`src/hw/rtl/hzm_pkg.sv`:
```
// ----------------------------------------------------------------------------
// Hazard alert monitor package
// Codes, persistence limits, register reset values and shared types.
// ----------------------------------------------------------------------------
package hzm_pkg;

    // Persistence limits of the earthquake counters
    localparam logic [7:0] DANGER_COUNT     = 8'd5;
    localparam logic [7:0] CALM_CLEAR_COUNT = 8'd5;
    localparam logic [7:0] WATCH_COUNT      = 8'd2;
    localparam logic [7:0] COUNT_MAX        = 8'hFF;

    // Configuration port geometry
    localparam int CFG_INDEX_W = 4;
    localparam int CFG_DATA_W  = 16;

    // Register indexes
    typedef enum logic [CFG_INDEX_W-1:0] {
        REG_QUAKE_THRESHOLD        = 4'd0,
        REG_FIRE_TEMP_LIMIT        = 4'd1,
        REG_FIRE_LIGHT_LIMIT       = 4'd2,
        REG_FIRE_WATCH_TEMP        = 4'd3,
        REG_FIRE_WATCH_HUMIDITY    = 4'd4,
        REG_DROUGHT_SOIL_LIMIT     = 4'd5,
        REG_DROUGHT_TEMP_LIMIT     = 4'd6,
        REG_DROUGHT_HUMIDITY_LIMIT = 4'd7
    } cfg_reg_e;

    // Alert codes
    typedef enum logic [1:0] {
        KIND_WATCH  = 2'd0,
        KIND_DANGER = 2'd1,
        KIND_CLEAR  = 2'd2
    } alert_kind_e;

    typedef enum logic [1:0] {
        HZ_QUAKE   = 2'd0,
        HZ_FIRE    = 2'd1,
        HZ_DROUGHT = 2'd2
    } hazard_e;

    // Configuration registers
    typedef struct packed {
        logic        [15:0] quake_threshold;
        logic signed [11:0] fire_temp_limit;
        logic        [11:0] fire_light_limit;
        logic signed [11:0] fire_watch_temp;
        logic        [9:0]  fire_watch_humidity;
        logic        [11:0] drought_soil_limit;
        logic signed [11:0] drought_temp_limit;
        logic        [9:0]  drought_humidity_limit;
    } cfg_t;

    localparam cfg_t CFG_RESET = '{
        quake_threshold:        16'd500,
        fire_temp_limit:        12'sd300,
        fire_light_limit:       12'd100,
        fire_watch_temp:        12'sd300,
        fire_watch_humidity:    10'd300,
        drought_soil_limit:     12'd1000,
        drought_temp_limit:     12'sd350,
        drought_humidity_limit: 10'd300
    };

    // Climate part of a snapshot, carried through to the alerts
    typedef struct packed {
        logic signed [11:0] temp;
        logic        [9:0]  humidity;
        logic        [11:0] water;
        logic        [11:0] light;
    } snap_t;

    // Monitor state
    typedef struct packed {
        logic [7:0] shake_count;
        logic [7:0] calm_count;
        logic       quake_watch;
        logic       quake_danger;
        logic       fire_watch;
        logic       fire_danger;
        logic       drought_watch;
    } mon_state_t;

    // One alert code and the ordered set raised by one snapshot
    typedef struct packed {
        alert_kind_e kind;
        hazard_e     hazard;
    } alert_code_t;

    typedef struct packed {
        alert_code_t [2:0] slot;
        logic        [1:0] count;
    } alert_set_t;

endpackage

```
`src/hw/rtl/hzm_if.sv`:
```
// ----------------------------------------------------------------------------
// Hazard alert monitor channels
// Snapshot input channel and alert output channel, valid/ready handshake.
// ----------------------------------------------------------------------------
interface hzm_snap_if;
    logic               valid;
    logic               ready;
    logic               climate_valid;
    logic signed [11:0] temp_tenths;
    logic        [9:0]  humidity_tenths;
    logic        [11:0] soil_water;
    logic        [11:0] light_level;
    logic signed [15:0] accel_x;
    logic signed [15:0] accel_y;
    logic signed [15:0] accel_z;

    modport source (
        output valid, climate_valid, temp_tenths, humidity_tenths, soil_water,
               light_level, accel_x, accel_y, accel_z,
        input  ready
    );
    modport sink (
        input  valid, climate_valid, temp_tenths, humidity_tenths, soil_water,
               light_level, accel_x, accel_y, accel_z,
        output ready
    );
endinterface

interface hzm_alert_if;
    logic               valid;
    logic               ready;
    logic        [1:0]  alert_kind;
    logic        [1:0]  hazard;
    logic signed [11:0] snap_temp;
    logic        [9:0]  snap_humidity;
    logic        [11:0] snap_water;
    logic        [11:0] snap_light;
    logic        [31:0] magnitude_squared;
    logic               last_alert;

    modport source (
        output valid, alert_kind, hazard, snap_temp, snap_humidity, snap_water,
               snap_light, magnitude_squared, last_alert,
        input  ready
    );
    modport sink (
        input  valid, alert_kind, hazard, snap_temp, snap_humidity, snap_water,
               snap_light, magnitude_squared, last_alert,
        output ready
    );
endinterface

```
`src/hw/rtl/hazard_alert_monitor.sv`:
```
// ----------------------------------------------------------------------------
// Hazard alert monitor
// Sensor snapshot in, earthquake/fire/drought alert words out.
// ----------------------------------------------------------------------------
// A snapshot word can be taken every cycle while the alert side does not stall the
// pipeline. It passes an input register, a register holding the three squared
// axes and the squared threshold, and then the rule evaluation, which loads an
// alert register. A snapshot raises zero to three alert words, delivered one per
// cycle while the receiver is ready, from that alert register in the order
// earthquake, fire, drought; a snapshot with several alerts holds the alert
// register until its last word is taken, and later snapshots wait behind it.
// Snapshots with climate_valid low are taken and dropped. The user must write
// registers through cfg_we/cfg_index/cfg_data only while no snapshot is in flight;
// the block does not enforce this. Unknown indexes are ignored.
module hazard_alert_monitor (
    input  logic                             clk,
    input  logic                             rst_n,
    input  logic                             cfg_we,
    input  logic [hzm_pkg::CFG_INDEX_W-1:0]  cfg_index,
    input  logic [hzm_pkg::CFG_DATA_W-1:0]   cfg_data,
    hzm_snap_if.sink                         snapshot,
    hzm_alert_if.source                      alert
);

    hzm_pkg::cfg_t       cfg_reg;
    hzm_pkg::mon_state_t state_reg;
    hzm_pkg::mon_state_t state_next;
    hzm_pkg::alert_set_t eval_alerts;

    // input register
    logic               a_valid_reg;
    hzm_pkg::snap_t     a_snap_reg;
    logic signed [15:0] a_ax_reg;
    logic signed [15:0] a_ay_reg;
    logic signed [15:0] a_az_reg;

    // squares register
    logic               b_valid_reg;
    hzm_pkg::snap_t     b_snap_reg;
    logic [30:0]        b_sqx_reg;
    logic [30:0]        b_sqy_reg;
    logic [30:0]        b_sqz_reg;
    logic [31:0]        b_thr2_reg;

    // alert register
    hzm_pkg::alert_code_t [2:0] c_slot_reg;
    hzm_pkg::alert_code_t [2:0] c_slot_next;
    logic [1:0]                 c_count_reg;
    logic [1:0]                 c_count_next;
    hzm_pkg::snap_t             c_snap_reg;
    logic [31:0]                c_mag2_reg;

    logic               a_free;
    logic               b_free;
    logic               c_ready;
    logic               eval_fire;
    logic               take;
    logic signed [31:0] prod_x;
    logic signed [31:0] prod_y;
    logic signed [31:0] prod_z;
    logic [31:0]        thr2;
    logic [31:0]        mag2;

    // Pipeline flow control
    assign take      = alert.valid && alert.ready;
    assign c_ready   = (c_count_reg == 2'd0) || (c_count_reg == 2'd1 && alert.ready);
    assign eval_fire = b_valid_reg && c_ready;
    assign b_free    = !b_valid_reg || c_ready;
    assign a_free    = !a_valid_reg || b_free;
    assign snapshot.ready = a_free;

    // Configuration registers
    always_ff @(posedge clk or negedge rst_n)
    begin
        if (!rst_n)
            cfg_reg <= hzm_pkg::CFG_RESET;
        else if (cfg_we)
        begin
            unique case (cfg_index)
                hzm_pkg::REG_QUAKE_THRESHOLD:
                    cfg_reg.quake_threshold <= cfg_data;
                hzm_pkg::REG_FIRE_TEMP_LIMIT:
                    cfg_reg.fire_temp_limit <= $signed(cfg_data[11:0]);
                hzm_pkg::REG_FIRE_LIGHT_LIMIT:
                    cfg_reg.fire_light_limit <= cfg_data[11:0];
                hzm_pkg::REG_FIRE_WATCH_TEMP:
                    cfg_reg.fire_watch_temp <= $signed(cfg_data[11:0]);
                hzm_pkg::REG_FIRE_WATCH_HUMIDITY:
                    cfg_reg.fire_watch_humidity <= cfg_data[9:0];
                hzm_pkg::REG_DROUGHT_SOIL_LIMIT:
                    cfg_reg.drought_soil_limit <= cfg_data[11:0];
                hzm_pkg::REG_DROUGHT_TEMP_LIMIT:
                    cfg_reg.drought_temp_limit <= $signed(cfg_data[11:0]);
                hzm_pkg::REG_DROUGHT_HUMIDITY_LIMIT:
                    cfg_reg.drought_humidity_limit <= cfg_data[9:0];
                default:
                    cfg_reg <= cfg_reg;
            endcase
        end
    end

    // Valid bits of the input and squares registers
    always_ff @(posedge clk or negedge rst_n)
    begin
        if (!rst_n)
        begin
            a_valid_reg <= 1'b0;
            b_valid_reg <= 1'b0;
        end
        else
        begin
            if (a_free)
                a_valid_reg <= snapshot.valid && snapshot.climate_valid;
            if (b_free)
                b_valid_reg <= a_valid_reg;
        end
    end

    // Input register payload
    always_ff @(posedge clk)
    begin
        if (a_free)
        begin
            a_snap_reg.temp     <= snapshot.temp_tenths;
            a_snap_reg.humidity <= snapshot.humidity_tenths;
            a_snap_reg.water    <= snapshot.soil_water;
            a_snap_reg.light    <= snapshot.light_level;
            a_ax_reg            <= snapshot.accel_x;
            a_ay_reg            <= snapshot.accel_y;
            a_az_reg            <= snapshot.accel_z;
        end
    end

    // Squares of the axes and of the threshold
    assign prod_x = a_ax_reg * a_ax_reg;
    assign prod_y = a_ay_reg * a_ay_reg;
    assign prod_z = a_az_reg * a_az_reg;
    assign thr2   = cfg_reg.quake_threshold * cfg_reg.quake_threshold;

    always_ff @(posedge clk)
    begin
        if (b_free)
        begin
            b_snap_reg <= a_snap_reg;
            b_sqx_reg  <= prod_x[30:0];
            b_sqy_reg  <= prod_y[30:0];
            b_sqz_reg  <= prod_z[30:0];
            b_thr2_reg <= thr2;
        end
    end

    // Magnitude sum (at most 3 * 2^30, no wrap) and rule evaluation
    assign mag2 = {1'b0, b_sqx_reg} + {1'b0, b_sqy_reg} + {1'b0, b_sqz_reg};

    hzm_eval u_eval (
        .cfg    (cfg_reg),
        .cur    (state_reg),
        .snap   (b_snap_reg),
        .mag2   (mag2),
        .thr2   (b_thr2_reg),
        .nxt    (state_next),
        .alerts (eval_alerts)
    );

    // Alert register: shift out on take, reload from evaluation
    always_comb
    begin
        c_slot_next  = c_slot_reg;
        c_count_next = c_count_reg;
        if (take)
        begin
            c_slot_next[0] = c_slot_reg[1];
            c_slot_next[1] = c_slot_reg[2];
            c_count_next   = c_count_reg - 2'd1;
        end
        if (eval_fire && eval_alerts.count != 2'd0)
        begin
            c_slot_next  = eval_alerts.slot;
            c_count_next = eval_alerts.count;
        end
    end

    // Monitor state and alert count
    always_ff @(posedge clk or negedge rst_n)
    begin
        if (!rst_n)
        begin
            state_reg   <= '0;
            c_count_reg <= 2'd0;
        end
        else
        begin
            if (eval_fire)
                state_reg <= state_next;
            c_count_reg <= c_count_next;
        end
    end

    // Alert payload
    always_ff @(posedge clk)
    begin
        c_slot_reg <= c_slot_next;
        if (eval_fire && eval_alerts.count != 2'd0)
        begin
            c_snap_reg <= b_snap_reg;
            c_mag2_reg <= mag2;
        end
    end

    // Output word
    assign alert.valid             = c_count_reg != 2'd0;
    assign alert.alert_kind        = c_slot_reg[0].kind;
    assign alert.hazard            = c_slot_reg[0].hazard;
    assign alert.snap_temp         = c_snap_reg.temp;
    assign alert.snap_humidity     = c_snap_reg.humidity;
    assign alert.snap_water        = c_snap_reg.water;
    assign alert.snap_light        = c_snap_reg.light;
    assign alert.magnitude_squared = c_mag2_reg;
    assign alert.last_alert        = c_count_reg == 2'd1;

endmodule

```
`src/hw/rtl/hzm_eval.sv`:
```
// ----------------------------------------------------------------------------
// Hazard rule evaluation
// Counter update, earthquake/fire/drought rules and ordered alert set.
// ----------------------------------------------------------------------------
module hzm_eval (
    input  hzm_pkg::cfg_t       cfg,
    input  hzm_pkg::mon_state_t cur,
    input  hzm_pkg::snap_t      snap,
    input  logic [31:0]         mag2,
    input  logic [31:0]         thr2,
    output hzm_pkg::mon_state_t nxt,
    output hzm_pkg::alert_set_t alerts
);

    logic                 shaking;
    logic                 q_emit;
    logic                 f_emit;
    logic                 d_emit;
    hzm_pkg::alert_kind_e q_kind;
    hzm_pkg::alert_kind_e f_kind;
    hzm_pkg::alert_kind_e d_kind;

    assign shaking = mag2 > thr2;

    // State update and per-hazard notifications
    always_comb
    begin
        nxt    = cur;
        q_emit = 1'b0;
        f_emit = 1'b0;
        d_emit = 1'b0;
        q_kind = hzm_pkg::KIND_WATCH;
        f_kind = hzm_pkg::KIND_WATCH;
        d_kind = hzm_pkg::KIND_WATCH;

        // saturating persistence counters
        if (shaking)
        begin
            if (cur.shake_count != hzm_pkg::COUNT_MAX)
                nxt.shake_count = cur.shake_count + 8'd1;
            nxt.calm_count = 8'd0;
        end
        else
        begin
            if (cur.calm_count != hzm_pkg::COUNT_MAX)
                nxt.calm_count = cur.calm_count + 8'd1;
            if (nxt.calm_count > hzm_pkg::CALM_CLEAR_COUNT)
                nxt.shake_count = 8'd0;
        end

        // earthquake: watch flag left alone while in danger
        if (nxt.shake_count > hzm_pkg::DANGER_COUNT)
        begin
            q_emit           = !cur.quake_danger;
            q_kind           = hzm_pkg::KIND_DANGER;
            nxt.quake_danger = 1'b1;
        end
        else if (nxt.shake_count > hzm_pkg::WATCH_COUNT)
        begin
            q_emit          = !cur.quake_watch;
            q_kind          = hzm_pkg::KIND_WATCH;
            nxt.quake_watch = 1'b1;
        end
        else
        begin
            q_emit           = cur.quake_danger;
            q_kind           = hzm_pkg::KIND_CLEAR;
            nxt.quake_danger = 1'b0;
            nxt.quake_watch  = 1'b0;
        end

        // fire
        if (snap.temp > cfg.fire_temp_limit && snap.light > cfg.fire_light_limit)
        begin
            f_emit          = !cur.fire_danger;
            f_kind          = hzm_pkg::KIND_DANGER;
            nxt.fire_danger = 1'b1;
        end
        else if (snap.temp > cfg.fire_watch_temp &&
                 snap.humidity < cfg.fire_watch_humidity)
        begin
            f_emit         = !cur.fire_watch;
            f_kind         = hzm_pkg::KIND_WATCH;
            nxt.fire_watch = 1'b1;
        end
        else
        begin
            f_emit          = cur.fire_danger;
            f_kind          = hzm_pkg::KIND_CLEAR;
            nxt.fire_danger = 1'b0;
            nxt.fire_watch  = 1'b0;
        end

        // drought
        if (snap.water < cfg.drought_soil_limit ||
            snap.temp > cfg.drought_temp_limit ||
            snap.humidity < cfg.drought_humidity_limit)
        begin
            d_emit            = !cur.drought_watch;
            d_kind            = hzm_pkg::KIND_WATCH;
            nxt.drought_watch = 1'b1;
        end
        else
        begin
            d_emit            = cur.drought_watch;
            d_kind            = hzm_pkg::KIND_CLEAR;
            nxt.drought_watch = 1'b0;
        end
    end

    // Pack notifications in hazard order
    always_comb
    begin
        alerts = '0;
        if (q_emit)
        begin
            alerts.slot[alerts.count] = '{kind: q_kind, hazard: hzm_pkg::HZ_QUAKE};
            alerts.count              = alerts.count + 2'd1;
        end
        if (f_emit)
        begin
            alerts.slot[alerts.count] = '{kind: f_kind, hazard: hzm_pkg::HZ_FIRE};
            alerts.count              = alerts.count + 2'd1;
        end
        if (d_emit)
        begin
            alerts.slot[alerts.count] = '{kind: d_kind, hazard: hzm_pkg::HZ_DROUGHT};
            alerts.count              = alerts.count + 2'd1;
        end
    end

endmodule

```
`src/flat_wrapper.sv`:
```
// flat-port wrapper written by rule: the top's interface ports become plain ports
module hazard_alert_monitor_flat 
  (clk, rst_n, cfg_we, cfg_index, cfg_data, snapshot_valid, snapshot_climate_valid, snapshot_temp_tenths, snapshot_humidity_tenths, snapshot_soil_water, snapshot_light_level, snapshot_accel_x, snapshot_accel_y, snapshot_accel_z, snapshot_ready, alert_valid, alert_alert_kind, alert_hazard, alert_snap_temp, alert_snap_humidity, alert_snap_water, alert_snap_light, alert_magnitude_squared, alert_last_alert, alert_ready);
  hzm_snap_if snapshot_i ();
  hzm_alert_if alert_i ();
  input  logic clk;
  input  logic rst_n;
  input  logic cfg_we;
  input  logic [hzm_pkg::CFG_INDEX_W-1:0] cfg_index;
  input  logic [hzm_pkg::CFG_DATA_W-1:0] cfg_data;
  input wire logic [$bits(snapshot_i.valid)-1:0] snapshot_valid;
  input wire logic [$bits(snapshot_i.climate_valid)-1:0] snapshot_climate_valid;
  input wire logic [$bits(snapshot_i.temp_tenths)-1:0] snapshot_temp_tenths;
  input wire logic [$bits(snapshot_i.humidity_tenths)-1:0] snapshot_humidity_tenths;
  input wire logic [$bits(snapshot_i.soil_water)-1:0] snapshot_soil_water;
  input wire logic [$bits(snapshot_i.light_level)-1:0] snapshot_light_level;
  input wire logic [$bits(snapshot_i.accel_x)-1:0] snapshot_accel_x;
  input wire logic [$bits(snapshot_i.accel_y)-1:0] snapshot_accel_y;
  input wire logic [$bits(snapshot_i.accel_z)-1:0] snapshot_accel_z;
  output wire logic [$bits(snapshot_i.ready)-1:0] snapshot_ready;
  output wire logic [$bits(alert_i.valid)-1:0] alert_valid;
  output wire logic [$bits(alert_i.alert_kind)-1:0] alert_alert_kind;
  output wire logic [$bits(alert_i.hazard)-1:0] alert_hazard;
  output wire logic [$bits(alert_i.snap_temp)-1:0] alert_snap_temp;
  output wire logic [$bits(alert_i.snap_humidity)-1:0] alert_snap_humidity;
  output wire logic [$bits(alert_i.snap_water)-1:0] alert_snap_water;
  output wire logic [$bits(alert_i.snap_light)-1:0] alert_snap_light;
  output wire logic [$bits(alert_i.magnitude_squared)-1:0] alert_magnitude_squared;
  output wire logic [$bits(alert_i.last_alert)-1:0] alert_last_alert;
  input wire logic [$bits(alert_i.ready)-1:0] alert_ready;
  assign snapshot_i.valid = snapshot_valid;
  assign snapshot_i.climate_valid = snapshot_climate_valid;
  assign snapshot_i.temp_tenths = snapshot_temp_tenths;
  assign snapshot_i.humidity_tenths = snapshot_humidity_tenths;
  assign snapshot_i.soil_water = snapshot_soil_water;
  assign snapshot_i.light_level = snapshot_light_level;
  assign snapshot_i.accel_x = snapshot_accel_x;
  assign snapshot_i.accel_y = snapshot_accel_y;
  assign snapshot_i.accel_z = snapshot_accel_z;
  assign snapshot_ready = snapshot_i.ready;
  assign alert_valid = alert_i.valid;
  assign alert_alert_kind = alert_i.alert_kind;
  assign alert_hazard = alert_i.hazard;
  assign alert_snap_temp = alert_i.snap_temp;
  assign alert_snap_humidity = alert_i.snap_humidity;
  assign alert_snap_water = alert_i.snap_water;
  assign alert_snap_light = alert_i.snap_light;
  assign alert_magnitude_squared = alert_i.magnitude_squared;
  assign alert_last_alert = alert_i.last_alert;
  assign alert_i.ready = alert_ready;
  hazard_alert_monitor u_core (.clk(clk), .rst_n(rst_n), .cfg_we(cfg_we), .cfg_index(cfg_index), .cfg_data(cfg_data), .snapshot(snapshot_i), .alert(alert_i));
endmodule
```
`config.mk`:
```
export PLATFORM = sky130hd
export DESIGN_NAME = hazard_alert_monitor_flat
export DESIGN_NICKNAME = d
export VERILOG_FILES = /design/src/hw/rtl/hzm_pkg.sv /design/src/hw/rtl/hzm_if.sv /design/src/hw/rtl/hazard_alert_monitor.sv /design/src/hw/rtl/hzm_eval.sv /design/src/flat_wrapper.sv
export SDC_FILE = /design/constraint.sdc
export NUM_CORES = 2
export LEC_CHECK = 0
export BUFFER_PORTS_ARGS = -buffer_cell sky130_fd_sc_hd__buf_2
export CORE_ASPECT_RATIO = 1.2
export CORE_MARGIN = 2
export CORE_UTILIZATION = 60
export CTS_CLUSTER_DIAMETER = 40
export DETAILED_ROUTE_END_ITERATION = 8
export GPL_ROUTABILITY_DRIVEN = 0
export GPL_TIMING_DRIVEN = 0
export PLACE_DENSITY = 0.81
export SYNTH_ARGS = -nofsm -noshare
export SYNTH_HDL_FRONTEND = slang
export SYNTH_SLANG_ARGS = --single-unit
```
`constraint.sdc`:
```
create_clock -name clk -period 12.82 [get_ports clk]
set_input_delay 1.282 -clock clk [delete_from_list [all_inputs] [get_ports clk]]
set_output_delay 1.282 -clock clk [all_outputs]
set_load 0.05 [all_outputs]
```
== Word-level counts from Yosys, hierarchy flattened ==
Index checks and enable logic that the tools add are counted.

* Input bits: 120
* Output and inout bits: 85
* Register bits after elaboration: 476

* Reductions and logical operators: 38
* Multiplexer cells: 35
* $lt $le $gt $ge: 15
* Add/subtract/negate cells: 7
* Bitwise operators: 2
* Eq/ne operators: 12
* $mul: 4

{| class="wikitable"
|+ Operator list
! cell !! number
|-
| $mul A16 B16 Y31 || 3
|-
| $gt A12 B12 Y1 || 4
|-
| $mux W8 || 6
|-
| $add A31 B31 Y32 || 1
|-
| $add A32 B31 Y32 || 1
|-
| $gt A32 B32 Y1 || 1
|-
| $mul A16 B16 Y32 || 1
|-
| $mux W14 || 2
|-
| $bwmux W12 || 2
|-
| $reduce_and A2 Y1 || 12
|-
| $lt A10 B10 Y1 || 2
|-
| $add A8 B1 Y8 const B || 2
|-
| $demux W4 S2 || 2
|-
| $eq A4 B3 Y1 const B || 4
|-
| $gt A8 B3 Y1 const B || 2
|-
| $mux W16 || 1
|-
| $ne A8 B8 Y1 const B || 2
|-
| $mux W2 || 7
|-
| $lt A12 B12 Y1 || 1
|-
| $mux W1 || 12
|-
| $logic_and A1 B1 Y1 || 9
|-
| $eq A4 B2 Y1 const B || 2
|-
| $gt A8 B2 Y1 const B || 1
|-
| $mux W4 || 2
|-
| other kinds (14) || 31
|}

== Depth between registers and ports, before layout ==
* Depth in word-level cells: 26
* Gate-level depth with buffers: 37
* Gate-level depth less buffers: 34

== Cells and area by module ==
A second synthesis with hierarchy kept.

* Cell total of the unflattened synthesis: 5123
* Area total of the unflattened synthesis: 54230.8 µm²

{| class="wikitable"
|+ Modules (own cells, without submodules)
! module !! cells an instance !! area each (µm²) !! instances !! sequential area each (µm²)
|-
| hazard_alert_monitor || 4592 || 50449.6 || 1 || 13614.3
|-
| hzm_eval || 531 || 3781.1 || 1 || 0.0
|}

== Least setup slack after synthesis ==
OpenSTA, ideal clock, no wires.

* Kind: flip-flop to flip-flop
* Start: register u_core.b_sqz_reg[3]
* End: register u_core.c_slot_reg (netlist bit u_core.alert.alert_kind[0]), data pin
* Cell stages (with the launch flop): 36
* Setup slack: 3939 ps
* Arrival time: 8559 ps
* Path buffers: 2
* Data required time: 12498 ps
* Cells stage by stage: edfxtp_1 inv_1 fa_1 inv_1 ha_1 fa_1 a21o_1 a21oi_1 nor2b_1 o41ai_1 a211oi_1 a221oi_1 a21o_1 a31oi_1 a21o_1 a21oi_1 xnor2_1 ha_1 nand4_2 or4_4 nor3b_2 nor2_1 a21o_4 a21oi_1 o31ai_1 or4_1 buf_2 a211oi_1 mux2_4 inv_1 ha_1 or2_2 a21oi_1 a311oi_2 buf_2 o32ai_1

{| class="wikitable"
|+ RTL lines
! item !! RTL line !! RTL
|-
| start: declaration || hazard_alert_monitor.sv:42 || <nowiki>logic [30:0] b_sqz_reg;</nowiki>
|-
| start signal: assignment || hazard_alert_monitor.sv:147 || <nowiki>b_sqz_reg <= prod_z[30:0];</nowiki>
|-
| end signal: assignment || hazard_alert_monitor.sv:202 || <nowiki>c_slot_reg <= c_slot_next;</nowiki>
|-
| end: declaration || hazard_alert_monitor.sv:46 || <nowiki>hzm_pkg::alert_code_t [2:0] c_slot_reg;</nowiki>
|}

== Worst setup path after layout ==
* Start: register u_core.b_sqz_reg[3]
* End: register u_core.c_mag2_reg[21], in the netlist u_core.alert.magnitude_squared[21], enable pin

* Word-level cells in the longest chain between the ends: 13
* Elaborated cells on any way between the ends: 14

{| class="wikitable"
|+ Ends and longest elaborated chain
! item !! RTL line !! RTL
|-
| $add A32 B31 Y32 * || hazard_alert_monitor.sv:153 || <nowiki>assign mag2 = {1'b0, b_sqx_reg} + {1'b0, b_sqy_reg} + {1'b0, b_sqz_reg};</nowiki>
|-
| named net u_core.mag2[31] || hazard_alert_monitor.sv:62 || <nowiki>logic [31:0] mag2;</nowiki>
|-
| $gt A32 B32 Y1 * || hzm_eval.sv:23 || <nowiki>assign shaking = mag2 > thr2;</nowiki>
|-
| $mux W16 * || hzm_eval.sv:37 || <nowiki>if (shaking)</nowiki>
|-
| $gt A8 B2 Y1 || hzm_eval.sv:58 || <nowiki>else if (nxt.shake_count > hzm_pkg::WATCH_COUNT)</nowiki>
|-
| $mux W1 || hzm_eval.sv:58 ||
|-
| $mux W1 * || hzm_eval.sv:52 || <nowiki>if (nxt.shake_count > hzm_pkg::DANGER_COUNT)</nowiki>
|-
| $mux W6 * || hzm_eval.sv:115 || <nowiki>if (q_emit)</nowiki>
|-
| $add A2 B1 Y2 || hzm_eval.sv:123 || <nowiki>alerts.count = alerts.count + 2'd1;</nowiki>
|-
| $mux W14 * || hzm_eval.sv:120 || <nowiki>if (f_emit)</nowiki>
|-
| $add A2 B1 Y2 || hzm_eval.sv:128 || <nowiki>alerts.count = alerts.count + 2'd1;</nowiki>
|-
| $mux W14 * || hzm_eval.sv:125 || <nowiki>if (d_emit)</nowiki>
|-
| $reduce_bool A2 Y1 * || hazard_alert_monitor.sv:203 || <nowiki>if (eval_fire && eval_alerts.count != 2'd0)</nowiki>
|-
| $logic_and A1 B1 Y1 * || hazard_alert_monitor.sv:203 ||
|-
| end signal: assignment || hazard_alert_monitor.sv:206 || <nowiki>c_mag2_reg <= mag2;</nowiki>
|-
| end: declaration || hazard_alert_monitor.sv:51 || <nowiki>logic [31:0] c_mag2_reg;</nowiki>
|}

The timed path passes the listed nets; every way through them passes the cells marked *.
A chain may end at the register's enable or synchronous reset.

==> reports/qor.yml <==
synth_compound_area_share_pct: 5.98
cts_sinks: 470
timing.setup.tns_ns: 0
clockRootBuffer: "clkbuf_16"
cts_tree: "done"
tightest_slew_ns: 0.977
grt_pass1_vias: 39300
final.fill_count: 6433
startpoint_type: "flop"
grt_use_total_pct: 28.0
post_synth_num_cell_types: 70
crit_path_end_kind: "flop"
htreeDepth: 3
cts_repair_resize_count: 0
cp_slowest_cell: "a221oi_1"
max_freq_mhz: 96.3
wl_mm: 123
synth_adder_area_share_pct: 45.1
hp-class: "flop to flop"
drc: 27
drtIter0Drc: 2273
synth_area_um2: 53200
layout-drive-gt1-share_pct: 8.53
ant_nets: 0
netlist.area_leader.share_pct: 33.5
vias: 35900
maxCapViolations: 0
setup-violations-final: 0
ios: 205
synth-xor-area-share_pct: 2.90
synth_nets: 6538
antenna_found_initial: 2
yosysMostFrequentCell: "inv_1"
fin_skew_ns: 0.0599
synth_ff_type: "edfxtp_1"
synth_edf_count: 349
syn_avg_cell_area_um2: 10.6
die-area_um2: 91100
fp-row-count: 119
final.min_clock_period_ns: 10.39
die_h_um: 330
critical_path_peak_fanout: 58
synthCells: 5034
path_common_cell: "a21oi_1"
relSlewSlack_pct: 34.7
fin_area_um2: 58300
ys_seq_area_share_pct: 25.5
area_growth_pct: 9.54
max_stage_delay_ns: 0.68
firstDrtPassIters: 9
avgRoutedWirePerCell_um: 18.8
cts_buffers: 69
ys_warn_count: 0
synth.area.mux_share_pct: 1.47
post_dp_cell_area_um2: 55900
viasPerCell: 5.51
postCtsSetupRepairBufs: 0
timing.final.crit_share_pct: 81.0
stdcell_count: 6520
antenna_cells: 0
grt_pass1_wl_mm: 199
path_class: "flop to flop"
grt_max_degree: 87
synthTopCellsByArea: "fa_1 (34%), edfxtp_1 (20%), ha_1 (12%)"
largest_register_ff_count: 96
violations: "design-rule violations"
synth_common_cells: "inv_1 (1290), fa_1 (891), ha_1 (493)"
rsz0062_at_grt: "no"
status: "finished with violations"
hold_viol: 0
synth_top_area_cell: "fa_1"
cp.required_ns: 13.11
hold_buffers: 0
dp_hpwl_mm: 99.4
nets: 6818
cts.clk_slew.worst_paths_ns: 0.06
grt-ovfl-total: 0
regArea_um2: 13600
synthSimpleGateAreaFrac_pct: 9.20
io_buffers: 204
die-width_um: 276
arrival_ns: 10.68
placedCellCount: 6392
maxSlewViolCount: 0
start_util_pct: 60.6
clk_latency_ns: 0.65
synth_top_family_by_area: "adder cells"
multi_input_area_um2: 34400
async_flop_share_pct: 25.7
core_um2: 87800
ys_ff_latch: 470
clockBufferDepth: 3
[per-layer routing]
metal  up-vias  wire length, um  GRT usage [%]
li1      16200                -              -
met2      1293            62700           48.9
met4         2             7100           14.6
met1     18100            44700           33.6
met3       370             8170           4.34
met5         -               13              0
[layout make-up]
cell class | count | share of cell area [%]
clock inverter | 46 | 1.06
sequential | 470 | 23.2
buffer | 108 | 0.732
inverter | 1293 | 8.32
multi-input combinational | 3163 | 59.0
clock buffer | 82 | 3.15
timing repair buffer | 209 | 2.00
tap | 1149 | 2.47
[placed cells by master (no fill, tap or decap), types with 66 or more instances in the layout]
cell type / instances
fa_1: 891
edfxtp_1: 349
xnor2_1: 134
clkbuf_1: 104
o21ai_0: 128
nand2_1: 383
and2_1: 187
a21o_1: 66
ha_1: 493
nor2_1: 198
a21oi_1: 156
inv_1: 1290
buf_2: 205
dfrtp_1: 84
clkbuf_16: 69
[kinds of logic (layout without fill, tap and decap cells)]
kind of cell	after synthesis	count (layout)
buffers and inverters	1401	1738
adders and majority gates	1384	1384
and+or+nand+nor	1022	1022
AOI/OAI and AO/OA	511	511
DFF	470	470
xor gates and xnor gates	176	176
muxes	70	70
[final timing paths]
kind | start | to | slack [ns] | depth (start not counted)
hold reg to reg | u_core.a_snap_reg[13] | u_core.b_snap_reg[13] | 0.39 | 0
setup reg to reg | u_core.b_sqz_reg[3] | u_core.alert.magnitude_squared[21] | 2.43 | 35
min in group asynchronous | rst_n | u_core.cfg_reg[91] | 0.55 | 1
hold / removal | u_core.a_snap_reg[13] | u_core.b_snap_reg[13] | 0.39 | 0
max in group asynchronous | rst_n | u_core.cfg_reg[58] | 11.44 | 2
setup / recovery | u_core.b_sqz_reg[3] | u_core.alert.magnitude_squared[21] | 2.43 | 35
[metrics by stage]
step / setup WS, ns / util, % / hold slack (ns)
finish: 2.43 / 66.4 / 0.390
global route: 2.10 / 66.4 / 0.399
CTS: 2.58 / 66.4 / 0.395
detailed placement: 2.62 / 63.6 / 0.405
global placement: 1.56 / 63.4 / 0.403
floorplan: 3.94 / - / 0.400
[worst max-delay path: cells and delay by family (launching register included)]
family,cells,cell delay [ns]
simple gates,7,2.02
xor+xnor,1,0.25
fa+ha+maj,5,1.98
compound gates,15,3.95
buf+inv,6,1.23
flops,1,0.32
mux,1,0.25
Power is not shown: default switching activity piles up to over one toggle a cycle in this logic, so the estimate is an artifact.
